==> src/rtl/core/bbct_pkg.sv <==
package bbct_pkg;

   localparam int NUM_BUFFERS_DEFAULT = 16;
   localparam int BLOCK_BITS_DEFAULT  = 32;

   localparam int OPCODE_W    = 3;
   localparam int REQ_BLOCK_W = 32;
   localparam int SLOT_PORT_W = 4;
   localparam int STATUS_W    = 2;
   localparam int COUNT_W     = 8;

   localparam logic [COUNT_W-1:0] REF_MAX = '1;

   typedef enum logic [OPCODE_W-1:0] {
      OP_ALLOC = 3'd0,
      OP_FREE  = 3'd1,
      OP_GET   = 3'd2,
      OP_PUT   = 3'd3,
      OP_FLUSH = 3'd4
   } op_type;

   typedef enum logic [STATUS_W-1:0] {
      ST_OK   = 2'd0,
      ST_FULL = 2'd1,
      ST_ZERO = 2'd2
   } status_type;

   // Flags rippled from cell to cell: first tag hit and addressed-slot view.
   typedef struct packed {
      logic seen;
      logic not_valid;
      logic any_sel;
      logic sel_in_use;
   } chain_type;

   // Update command broadcast to every cell during the update cycle.
   typedef struct packed {
      logic   valid;
      op_type op;
      logic   hit;
      logic   have_free;
   } cmd_type;

endpackage

==> src/rtl/core/block_buffer_cache_tags_unit.sv <==
// Tag manager for NUM_BUFFERS disk block buffers: one cell per slot holds the block tag,
// an 8-bit saturating reference count, in-use and data-valid marks, and a shift stack
// holds the free slots (highest slot on top after reset). In a transaction, the accept
// edge latches every cell's tag compare and slot select, and the next cycle
// ripples the first hit and the addressed slot through the row of cells, updates the
// cells and the stack, and loads the response register. The next request is taken in
// the cycle after that, provided the response has been or is being taken. No clearing
// pass is needed after reset.
module block_buffer_cache_tags_unit #(
   parameter int NUM_BUFFERS = bbct_pkg::NUM_BUFFERS_DEFAULT,
   parameter int BLOCK_BITS  = bbct_pkg::BLOCK_BITS_DEFAULT
) (
   input  logic                                clock,
   input  logic                                reset,
   input  logic                                req_valid,
   output logic                                req_ready,
   input  logic [bbct_pkg::OPCODE_W-1:0]       req_opcode,
   input  logic [bbct_pkg::REQ_BLOCK_W-1:0]    req_block_number,
   input  logic [bbct_pkg::SLOT_PORT_W-1:0]    req_slot,
   output logic                                rsp_valid,
   input  logic                                rsp_ready,
   output logic [bbct_pkg::STATUS_W-1:0]       rsp_status,
   output logic [bbct_pkg::SLOT_PORT_W-1:0]    rsp_slot_out,
   output logic [bbct_pkg::REQ_BLOCK_W-1:0]    rsp_disk_block,
   output logic                                rsp_read_request,
   output logic                                rsp_write_request
);

   localparam int SLOT_W = $clog2(NUM_BUFFERS);
   localparam int SPW    = bbct_pkg::SLOT_PORT_W;
   localparam int DBW    = bbct_pkg::REQ_BLOCK_W;

   typedef enum logic {S_IDLE, S_BUSY} state_type;

   state_type                     state_ff;
   logic                          rsp_valid_ff;
   logic [bbct_pkg::STATUS_W-1:0] status_ff;
   logic [SPW-1:0]                slot_out_ff;
   logic [DBW-1:0]                disk_block_ff;
   logic                          read_ff, write_ff;

   logic [bbct_pkg::OPCODE_W-1:0] opcode_ff;
   logic [BLOCK_BITS-1:0]         block_ff;
   logic [SPW-1:0]                slot_ff;

   logic                  accept;
   logic [BLOCK_BITS-1:0] lookup_block;
   bbct_pkg::cmd_type     cmd;
   logic                  op_known;
   logic                  have_free;
   logic [SLOT_W-1:0]     top_slot;
   logic                  pop, push;

   bbct_pkg::chain_type          chain_w [NUM_BUFFERS+1];
   logic [SLOT_W-1:0]            idx_w   [NUM_BUFFERS+1];
   logic [BLOCK_BITS-1:0]        tag_w   [NUM_BUFFERS+1];
   logic [bbct_pkg::COUNT_W-1:0] count_w [NUM_BUFFERS+1];

   bbct_pkg::chain_type          fin;
   logic [bbct_pkg::COUNT_W-1:0] sel_count;

   bbct_pkg::status_type status_res;
   logic [SPW-1:0]       slot_res;
   logic [DBW-1:0]       dblk_res;
   logic                 read_res, write_res;

   assign req_ready    = (state_ff == S_IDLE) && (!rsp_valid_ff || rsp_ready);
   assign accept       = req_valid && req_ready;
   assign lookup_block = BLOCK_BITS'(req_block_number);

   always_ff @(posedge clock) begin
      if (accept) begin
         opcode_ff <= req_opcode;
         block_ff  <= lookup_block;
         slot_ff   <= req_slot;
      end
   end

   assign chain_w[0] = '0;
   assign idx_w[0]   = '0;
   assign tag_w[0]   = '0;
   assign count_w[0] = '0;

   for (genvar g = 0; g < NUM_BUFFERS; g++) begin : g_cell
      bbct_cell #(
         .INDEX      (g),
         .SLOT_W     (SLOT_W),
         .BLOCK_BITS (BLOCK_BITS)
      ) u_cell (
         .clock         (clock),
         .reset         (reset),
         .capture       (accept),
         .lookup_block  (lookup_block),
         .lookup_slot   (req_slot),
         .cmd           (cmd),
         .install_block (block_ff),
         .pop_slot      (top_slot),
         .chain_prev    (chain_w[g]),
         .idx_prev      (idx_w[g]),
         .tag_prev      (tag_w[g]),
         .count_prev    (count_w[g]),
         .chain_next    (chain_w[g+1]),
         .idx_next      (idx_w[g+1]),
         .tag_next      (tag_w[g+1]),
         .count_next    (count_w[g+1])
      );
   end

   bbct_stack #(
      .NUM_BUFFERS (NUM_BUFFERS),
      .SLOT_W      (SLOT_W)
   ) u_stack (
      .clock     (clock),
      .reset     (reset),
      .pop       (pop),
      .push      (push),
      .push_slot (SLOT_W'(slot_ff)),
      .top_slot  (top_slot),
      .have_free (have_free)
   );

   assign fin       = chain_w[NUM_BUFFERS];
   assign sel_count = count_w[NUM_BUFFERS];
   assign op_known  = (opcode_ff <= bbct_pkg::OP_FLUSH);

   always_comb begin
      cmd.valid     = (state_ff == S_BUSY) && op_known;
      cmd.op        = bbct_pkg::op_type'(opcode_ff);
      cmd.hit       = fin.seen;
      cmd.have_free = have_free;
   end

   assign pop  = cmd.valid && (cmd.op == bbct_pkg::OP_ALLOC) && !fin.seen && have_free;
   // release happens when a free drops an in-use slot's count from one to zero
   assign push = cmd.valid && (cmd.op == bbct_pkg::OP_FREE) && fin.any_sel
                 && fin.sel_in_use && (sel_count == bbct_pkg::COUNT_W'(1));

   always_comb begin
      status_res = bbct_pkg::ST_OK;
      slot_res   = slot_ff;
      dblk_res   = '0;
      read_res   = 1'b0;
      write_res  = 1'b0;
      if (opcode_ff == bbct_pkg::OP_ALLOC) begin
         if (fin.seen) begin
            slot_res = SPW'(idx_w[NUM_BUFFERS]);
            dblk_res = DBW'(block_ff);
            read_res = fin.not_valid;
         end else if (have_free) begin
            slot_res = SPW'(top_slot);
            dblk_res = DBW'(block_ff);
            read_res = 1'b1;
         end else begin
            status_res = bbct_pkg::ST_FULL;
            slot_res   = '0;
         end
      end else if (op_known && fin.any_sel) begin
         case (cmd.op)
            bbct_pkg::OP_FREE, bbct_pkg::OP_PUT: begin
               if (sel_count == '0) status_res = bbct_pkg::ST_ZERO;
            end
            bbct_pkg::OP_GET: begin
               if (!fin.sel_in_use) status_res = bbct_pkg::ST_ZERO;
            end
            bbct_pkg::OP_FLUSH: begin
               if (fin.sel_in_use) begin
                  write_res = 1'b1;
                  dblk_res  = DBW'(tag_w[NUM_BUFFERS]);
               end
            end
            default: ;
         endcase
      end
   end

   always_ff @(posedge clock) begin
      if (reset) begin
         state_ff     <= S_IDLE;
         rsp_valid_ff <= 1'b0;
      end else begin
         if (rsp_valid_ff && rsp_ready) rsp_valid_ff <= 1'b0;
         unique case (state_ff)
            S_IDLE: begin
               if (accept) state_ff <= S_BUSY;
            end
            S_BUSY: begin
               state_ff      <= S_IDLE;
               rsp_valid_ff  <= 1'b1;
               status_ff     <= status_res;
               slot_out_ff   <= slot_res;
               disk_block_ff <= dblk_res;
               read_ff       <= read_res;
               write_ff      <= write_res;
            end
            default: state_ff <= S_IDLE;
         endcase
      end
   end

   assign rsp_valid         = rsp_valid_ff;
   assign rsp_status        = status_ff;
   assign rsp_slot_out      = slot_out_ff;
   assign rsp_disk_block    = disk_block_ff;
   assign rsp_read_request  = read_ff;
   assign rsp_write_request = write_ff;

endmodule

==> src/rtl/core/bbct_cell.sv <==
module bbct_cell #(
   parameter int INDEX      = 0,
   parameter int SLOT_W     = 4,
   parameter int BLOCK_BITS = 32
) (
   input  logic                              clock,
   input  logic                              reset,
   input  logic                              capture,
   input  logic [BLOCK_BITS-1:0]             lookup_block,
   input  logic [bbct_pkg::SLOT_PORT_W-1:0]  lookup_slot,
   input  bbct_pkg::cmd_type                 cmd,
   input  logic [BLOCK_BITS-1:0]             install_block,
   input  logic [SLOT_W-1:0]                 pop_slot,
   input  bbct_pkg::chain_type               chain_prev,
   input  logic [SLOT_W-1:0]                 idx_prev,
   input  logic [BLOCK_BITS-1:0]             tag_prev,
   input  logic [bbct_pkg::COUNT_W-1:0]      count_prev,
   output bbct_pkg::chain_type               chain_next,
   output logic [SLOT_W-1:0]                 idx_next,
   output logic [BLOCK_BITS-1:0]             tag_next,
   output logic [bbct_pkg::COUNT_W-1:0]      count_next
);

   logic [BLOCK_BITS-1:0]        tag_ff, tag_in;
   logic [bbct_pkg::COUNT_W-1:0] count_ff, count_in;
   logic                         in_use_ff, in_use_in;
   logic                         valid_ff, valid_in;
   logic                         match_ff, match_in;
   logic                         sel_ff, sel_in;
   logic                         first;

   assign first = match_ff && !chain_prev.seen;

   always_comb begin
      match_in = match_ff;
      sel_in   = sel_ff;
      if (capture) begin
         match_in = in_use_ff && (tag_ff == lookup_block);
         sel_in   = (int'(lookup_slot) == INDEX);
      end
   end

   always_comb begin
      tag_in    = tag_ff;
      count_in  = count_ff;
      in_use_in = in_use_ff;
      valid_in  = valid_ff;
      if (cmd.valid) begin
         case (cmd.op)
            bbct_pkg::OP_ALLOC: begin
               if (cmd.hit) begin
                  if (first) begin
                     if (count_ff != bbct_pkg::REF_MAX) count_in = count_ff + 1'b1;
                     valid_in = 1'b1;
                  end
               end else if (cmd.have_free && pop_slot == SLOT_W'(INDEX)) begin
                  in_use_in = 1'b1;
                  tag_in    = install_block;
                  count_in  = bbct_pkg::COUNT_W'(1);
                  valid_in  = 1'b1;   // read request goes out with this transaction
               end
            end
            bbct_pkg::OP_FREE: begin
               if (sel_ff && count_ff != '0) begin
                  count_in = count_ff - 1'b1;
                  if (count_ff == bbct_pkg::COUNT_W'(1) && in_use_ff) begin
                     in_use_in = 1'b0;
                     valid_in  = 1'b0;
                  end
               end
            end
            bbct_pkg::OP_GET: begin
               if (sel_ff && in_use_ff && count_ff != bbct_pkg::REF_MAX)
                  count_in = count_ff + 1'b1;
            end
            bbct_pkg::OP_PUT: begin
               if (sel_ff && count_ff != '0) count_in = count_ff - 1'b1;
            end
            default: ;
         endcase
      end
   end

   always_comb begin
      chain_next.seen       = chain_prev.seen | match_ff;
      chain_next.not_valid  = chain_prev.not_valid | (first & ~valid_ff);
      chain_next.any_sel    = chain_prev.any_sel | sel_ff;
      chain_next.sel_in_use = chain_prev.sel_in_use | (sel_ff & in_use_ff);
      idx_next   = idx_prev | (first ? SLOT_W'(INDEX) : '0);
      tag_next   = tag_prev | (sel_ff ? tag_ff : '0);
      count_next = count_prev | (sel_ff ? count_ff : '0);
   end

   always_ff @(posedge clock) begin
      if (reset) begin
         count_ff  <= '0;
         in_use_ff <= 1'b0;
         valid_ff  <= 1'b0;
      end else begin
         count_ff  <= count_in;
         in_use_ff <= in_use_in;
         valid_ff  <= valid_in;
      end
   end

   // tag only matters while in use
   always_ff @(posedge clock) begin
      tag_ff   <= tag_in;
      match_ff <= match_in;
      sel_ff   <= sel_in;
   end

endmodule

==> src/rtl/core/bbct_stack.sv <==
module bbct_stack #(
   parameter int NUM_BUFFERS = bbct_pkg::NUM_BUFFERS_DEFAULT,
   parameter int SLOT_W      = $clog2(NUM_BUFFERS)
) (
   input  logic              clock,
   input  logic              reset,
   input  logic              pop,
   input  logic              push,
   input  logic [SLOT_W-1:0] push_slot,
   output logic [SLOT_W-1:0] top_slot,
   output logic              have_free
);

   localparam int CNT_W = $clog2(NUM_BUFFERS + 1);

   // entry 0 is the top; pop shifts toward it, push shifts away
   logic [SLOT_W-1:0] entry_ff [NUM_BUFFERS];
   logic [SLOT_W-1:0] entry_in [NUM_BUFFERS];
   logic [CNT_W-1:0]  count_ff, count_in;

   always_comb begin
      for (int i = 0; i < NUM_BUFFERS; i++) entry_in[i] = entry_ff[i];
      count_in = count_ff;
      if (pop) begin
         for (int i = 0; i < NUM_BUFFERS - 1; i++) entry_in[i] = entry_ff[i+1];
         count_in = count_ff - 1'b1;
      end else if (push) begin
         entry_in[0] = push_slot;
         for (int i = 1; i < NUM_BUFFERS; i++) entry_in[i] = entry_ff[i-1];
         count_in = count_ff + 1'b1;
      end
   end

   always_ff @(posedge clock) begin
      if (reset) begin
         for (int i = 0; i < NUM_BUFFERS; i++) entry_ff[i] <= SLOT_W'(NUM_BUFFERS - 1 - i);
         count_ff <= CNT_W'(NUM_BUFFERS);
      end else begin
         for (int i = 0; i < NUM_BUFFERS; i++) entry_ff[i] <= entry_in[i];
         count_ff <= count_in;
      end
   end

   assign top_slot  = entry_ff[0];
   assign have_free = (count_ff != '0);

endmodule

==> config.mk <==
export PLATFORM = sky130hd
export DESIGN_NAME = block_buffer_cache_tags_unit
export DESIGN_NICKNAME = d
export VERILOG_FILES = /design/src/rtl/core/bbct_pkg.sv /design/src/rtl/core/block_buffer_cache_tags_unit.sv /design/src/rtl/core/bbct_cell.sv /design/src/rtl/core/bbct_stack.sv
export SDC_FILE = /design/constraint.sdc
export NUM_CORES = 2
export LEC_CHECK = 0
export BUFFER_PORTS_ARGS = -buffer_cell sky130_fd_sc_hd__buf_2
export CAP_MARGIN = 5
export CORE_MARGIN = 2
export CORE_UTILIZATION = 39
export DETAILED_ROUTE_END_ITERATION = 10
export GPL_TIMING_DRIVEN = 0
export PLACE_DENSITY_LB_ADDON = 0.1
export SYNTH_ARGS = -nofsm -noshare
export SYNTH_HDL_FRONTEND = slang
export SYNTH_HIERARCHICAL = 1
export SYNTH_SLANG_ARGS = --single-unit
export TNS_END_PERCENT = 50
==> constraint.sdc <==
create_clock -name clock -period 10.95 [get_ports clock]
set_input_delay 2.19 -clock clock [delete_from_list [all_inputs] [get_ports clock]]
set_output_delay 2.19 -clock clock [all_outputs]
set_load 0.005 [all_outputs]
==> impl_metrics.toml <==
[final_layout]
layout.cells.non_filler = 6547
nets = 4921
fillers = 11866
area_delta_synth_final_pct = 14.3
finalInstanceArea_sq_um = 56200
layout-drive-gt1-share_pct = 13.9

[cts]
clk_path_buf_depth = 3
cts_resized = 0
cts_buffers = 100
cts_tree = "yes"
cts_root_buffer = "clkbuf_16"
postCtsHoldBufs = 0
path_clk_slew_ns = 0.06
cts.sinks = 854
cts_max_level = 3
post_cts_buffers = 0
worstSkewPairLatency_ns = 0.72

[worst_setup_path]
crit_required_ns = 11.37
worstSetupStartpointType = "flop"
cp_top_family = "simple AND/OR/NAND/NOR gates"
cpPeakStageDelay_ns = 0.65
arrival_ns = 8.89
slowest_stage = "nor4_2"
crit_top_cell = "or2_2"
path_max_fanout = 45
critPathBufInv = 5
endpoint_kind = "flop"
crit_type = "flop to flop"
crit_path_cell_trace = "or2_2 -> or2_2 -> or2_2 -> or2_2 -> or2_2 -> or2_2 -> or2_2 -> or2_2 -> or2_2 -> or2_2 -> or2_2 -> or2_2 -> or2_2 -> or2_2 -> or2_2 -> or2_4 -> buf_16 -> or4_4 -> or2_2 -> nor4_2 -> buf_4 -> buf_4 -> buf_4 -> buf_4"

[drt]
route.vias.total = 37666
wl_per_cell_microns = 24.4
first_iter_violations = 3505
vias_per_cell = 5.75
routed_wl_microns = 159000
firstDrtPassIters = 6
ant_nets = 0
drcViolationCount = 0

[sta]
rsz0062_at_grt = "false"
timing.final.ws_setup_ns = 2.48
finalCritPeriodShare_pct = 77.4
worstMarginPinSlew_ns = 1.05
slew_viol_final = 0
slew_headroom_pct = 30.0
finalHoldViolCount = 0
setup_tns_ns = 0
max_freq_ghz = 0.118
setup_viol = 0
clock-skew-final_ns = 0.0654
post-route-min-period_ns = 8.47

[placement]
gp_congestion = 0.853
pre_cts_slack_ns = 2.45
port-buffer-count = 84
place_area_sq_um = 53000
dp_hpwl_microns = 117000
dp_cells = 6358

[global_routing]
grt_usage_pct = 24.2
antenna_found_initial = 1
grtUsageMet3_pct = 3.29
grt_max_degree = 47
use_met2_pct = 39.3
grt.busiest_layer = "met2"
grt_overflow = 0
grt_pass1_wl_microns = 238000
grt_pass1_vias = 36898
grt_use_met1_pct = 34.3

[power]
power_density_nw_per_um2 = 135
ir_drop_uv = 122
power_leakage_nw = 19.7

[flow_run]
cap_viol_max_count = 0

[floorplanning]
die-area_sq_um = 129000
rows = 130
io_pins = 85
die_h_microns = 359
die_w_microns = 359
core_sq_um = 125000
start_util_pct = 39.2

[yosys]
yosys-top-cells-area = "edfxtp_1 (38%), a21o_1 (10%), dfxtp_1 (9.4%)"
async_flop_share_pct = 0
synth_commonest_cells = "a21o_1 (654), edfxtp_1 (623), xnor2_1 (453), dfxtp_1 (231), nor2_1 (231)"
yosysWarningCount = 6
syn_area_sq_um = 49200
syn_inst = 4501
seq_area_frac_synth_pct = 47.5
avgSynthCellArea_sq_um = 10.9
synth_cell_types = 134
synth_top_cell_area_share_pct = 38.0
synth.most_common_cell = "a21o_1"
synth_top_flop_cell = "edfxtp_1"
synth_edf_count = 623
synth_top_cell_by_area = "edfxtp_1"
ys_seq_elements = 854

[hold_path]
hold_class = "flop to flop"

[outcome]
status = "finished clean"
## report_power, final
part | total (W) | internal, W | switching [W] | leakage, nW
registers | 0.00356 | 0.00350 | 0.0000622 | 7.54
clock network | 0.00331 | 0.00187 | 0.00144 | 1.57
logic | 0.000698 | 0.000259 | 0.000439 | 10.6
## area by class of cell
type                       instances  area (sq um)  share of cell area, %
sequential                       854         23300                   41.5
tap                             1650          2060                   3.67
antenna                            2          5.00                0.00891
buffer                           283          1790                   3.19
clock inverter                    64           533                  0.949
inverter                          89           334                  0.595
timing repair buffer             158          1450                   2.58
clock buffer                     123          2670                   4.75
multi-input combinational       3324         24000                   42.7
## worst register-to-register path, cell delays in order (launching register included)
cell and delay (ns):
edfxtp_1 0.45, or2_2 0.33, or2_2 0.29, or2_2 0.30
or2_2 0.30, or2_2 0.30, or2_2 0.30, or2_2 0.29
or2_2 0.30, or2_2 0.29, or2_2 0.30, or2_2 0.30
or2_2 0.31, or2_2 0.29, or2_2 0.29, or2_2 0.30
or2_4 0.46, buf_16 0.29, or4_4 0.65, or2_2 0.33
nor4_2 0.65, buf_4 0.30, buf_4 0.21, buf_4 0.20
buf_4 0.20
## registers in the layout, indices dropped and copies added, names as in the netlist, 4 cells and up
name                     flops
rsp_slot_out                 4
rsp_disk_block              32
g_cell.u_cell/tag_ff       512
u_stack/entry_ff            64
g_cell.u_cell/count_ff     128
g_cell.u_cell/in_use_ff     16
slot_ff                      4
g_cell.u_cell/match_ff      16
u_stack/count_ff             5
block_ff                    32
g_cell.u_cell/valid_ff      16
g_cell.u_cell/sel_ff        16
## placed cells by master (no fill, tap or decap), types with 85 or more instances in the layout
master	count
clkbuf_1	123
nor2_1	231
a21oi_1	160
nand2b_1	95
inv_1	85
buf_4	89
nand4_1	157
edfxtp_1	623
a21o_1	654
nand2_1	156
buf_2	127
clkbuf_16	100
dfxtp_1	231
xnor2_1	453
## metal layers
layer / vias up / wire length, microns
met5: - / 0
met4: 0 / 3110
met3: 185 / 8350
met2: 1076 / 74600
met1: 18794 / 73400
li1: 17611 / -
## per-stage QoR
stage | total power [W] | utilization, % | hold WS [ns]
after detailed placement | 0.00432 | 42.2 | 0.452
after global routing | 0.00782 | 44.8 | 0.496
after floorplan | 0.00402 | - | 0.422
after global placement | 0.00431 | 41.3 | 0.437
after CTS | 0.00765 | 44.8 | 0.459
final | 0.00757 | 44.8 | 0.457
## cell families after synthesis
kind of cell    after synthesis  share of synthesized area [%]
compound gates             1418                           21.7
other cells                   1                        0.00763
xor+xnor                    525                           9.35
simple gates               1197                           14.0
buf+inv                     372                           4.32
fa+ha+maj                    68                           1.75
flops                       854                           47.5
mux                          66                           1.34
## final timing paths
| path | from | to | slack (ns) | depth (start not counted) |
|---|---|---|---|---|
| setup / recovery | g_cell[0].u_cell/match_ff | g_cell[4].u_cell/tag_ff[12] | 2.48 | 24 |
| hold / removal | g_cell[6].u_cell/valid_ff | g_cell[6].u_cell/valid_ff | 0.46 | 2 |
| setup reg to reg | g_cell[0].u_cell/match_ff | g_cell[4].u_cell/tag_ff[12] | 2.48 | 24 |
| hold reg to reg | g_cell[6].u_cell/valid_ff | g_cell[6].u_cell/valid_ff | 0.46 | 2 |
(Power assumes the default switching activity.)
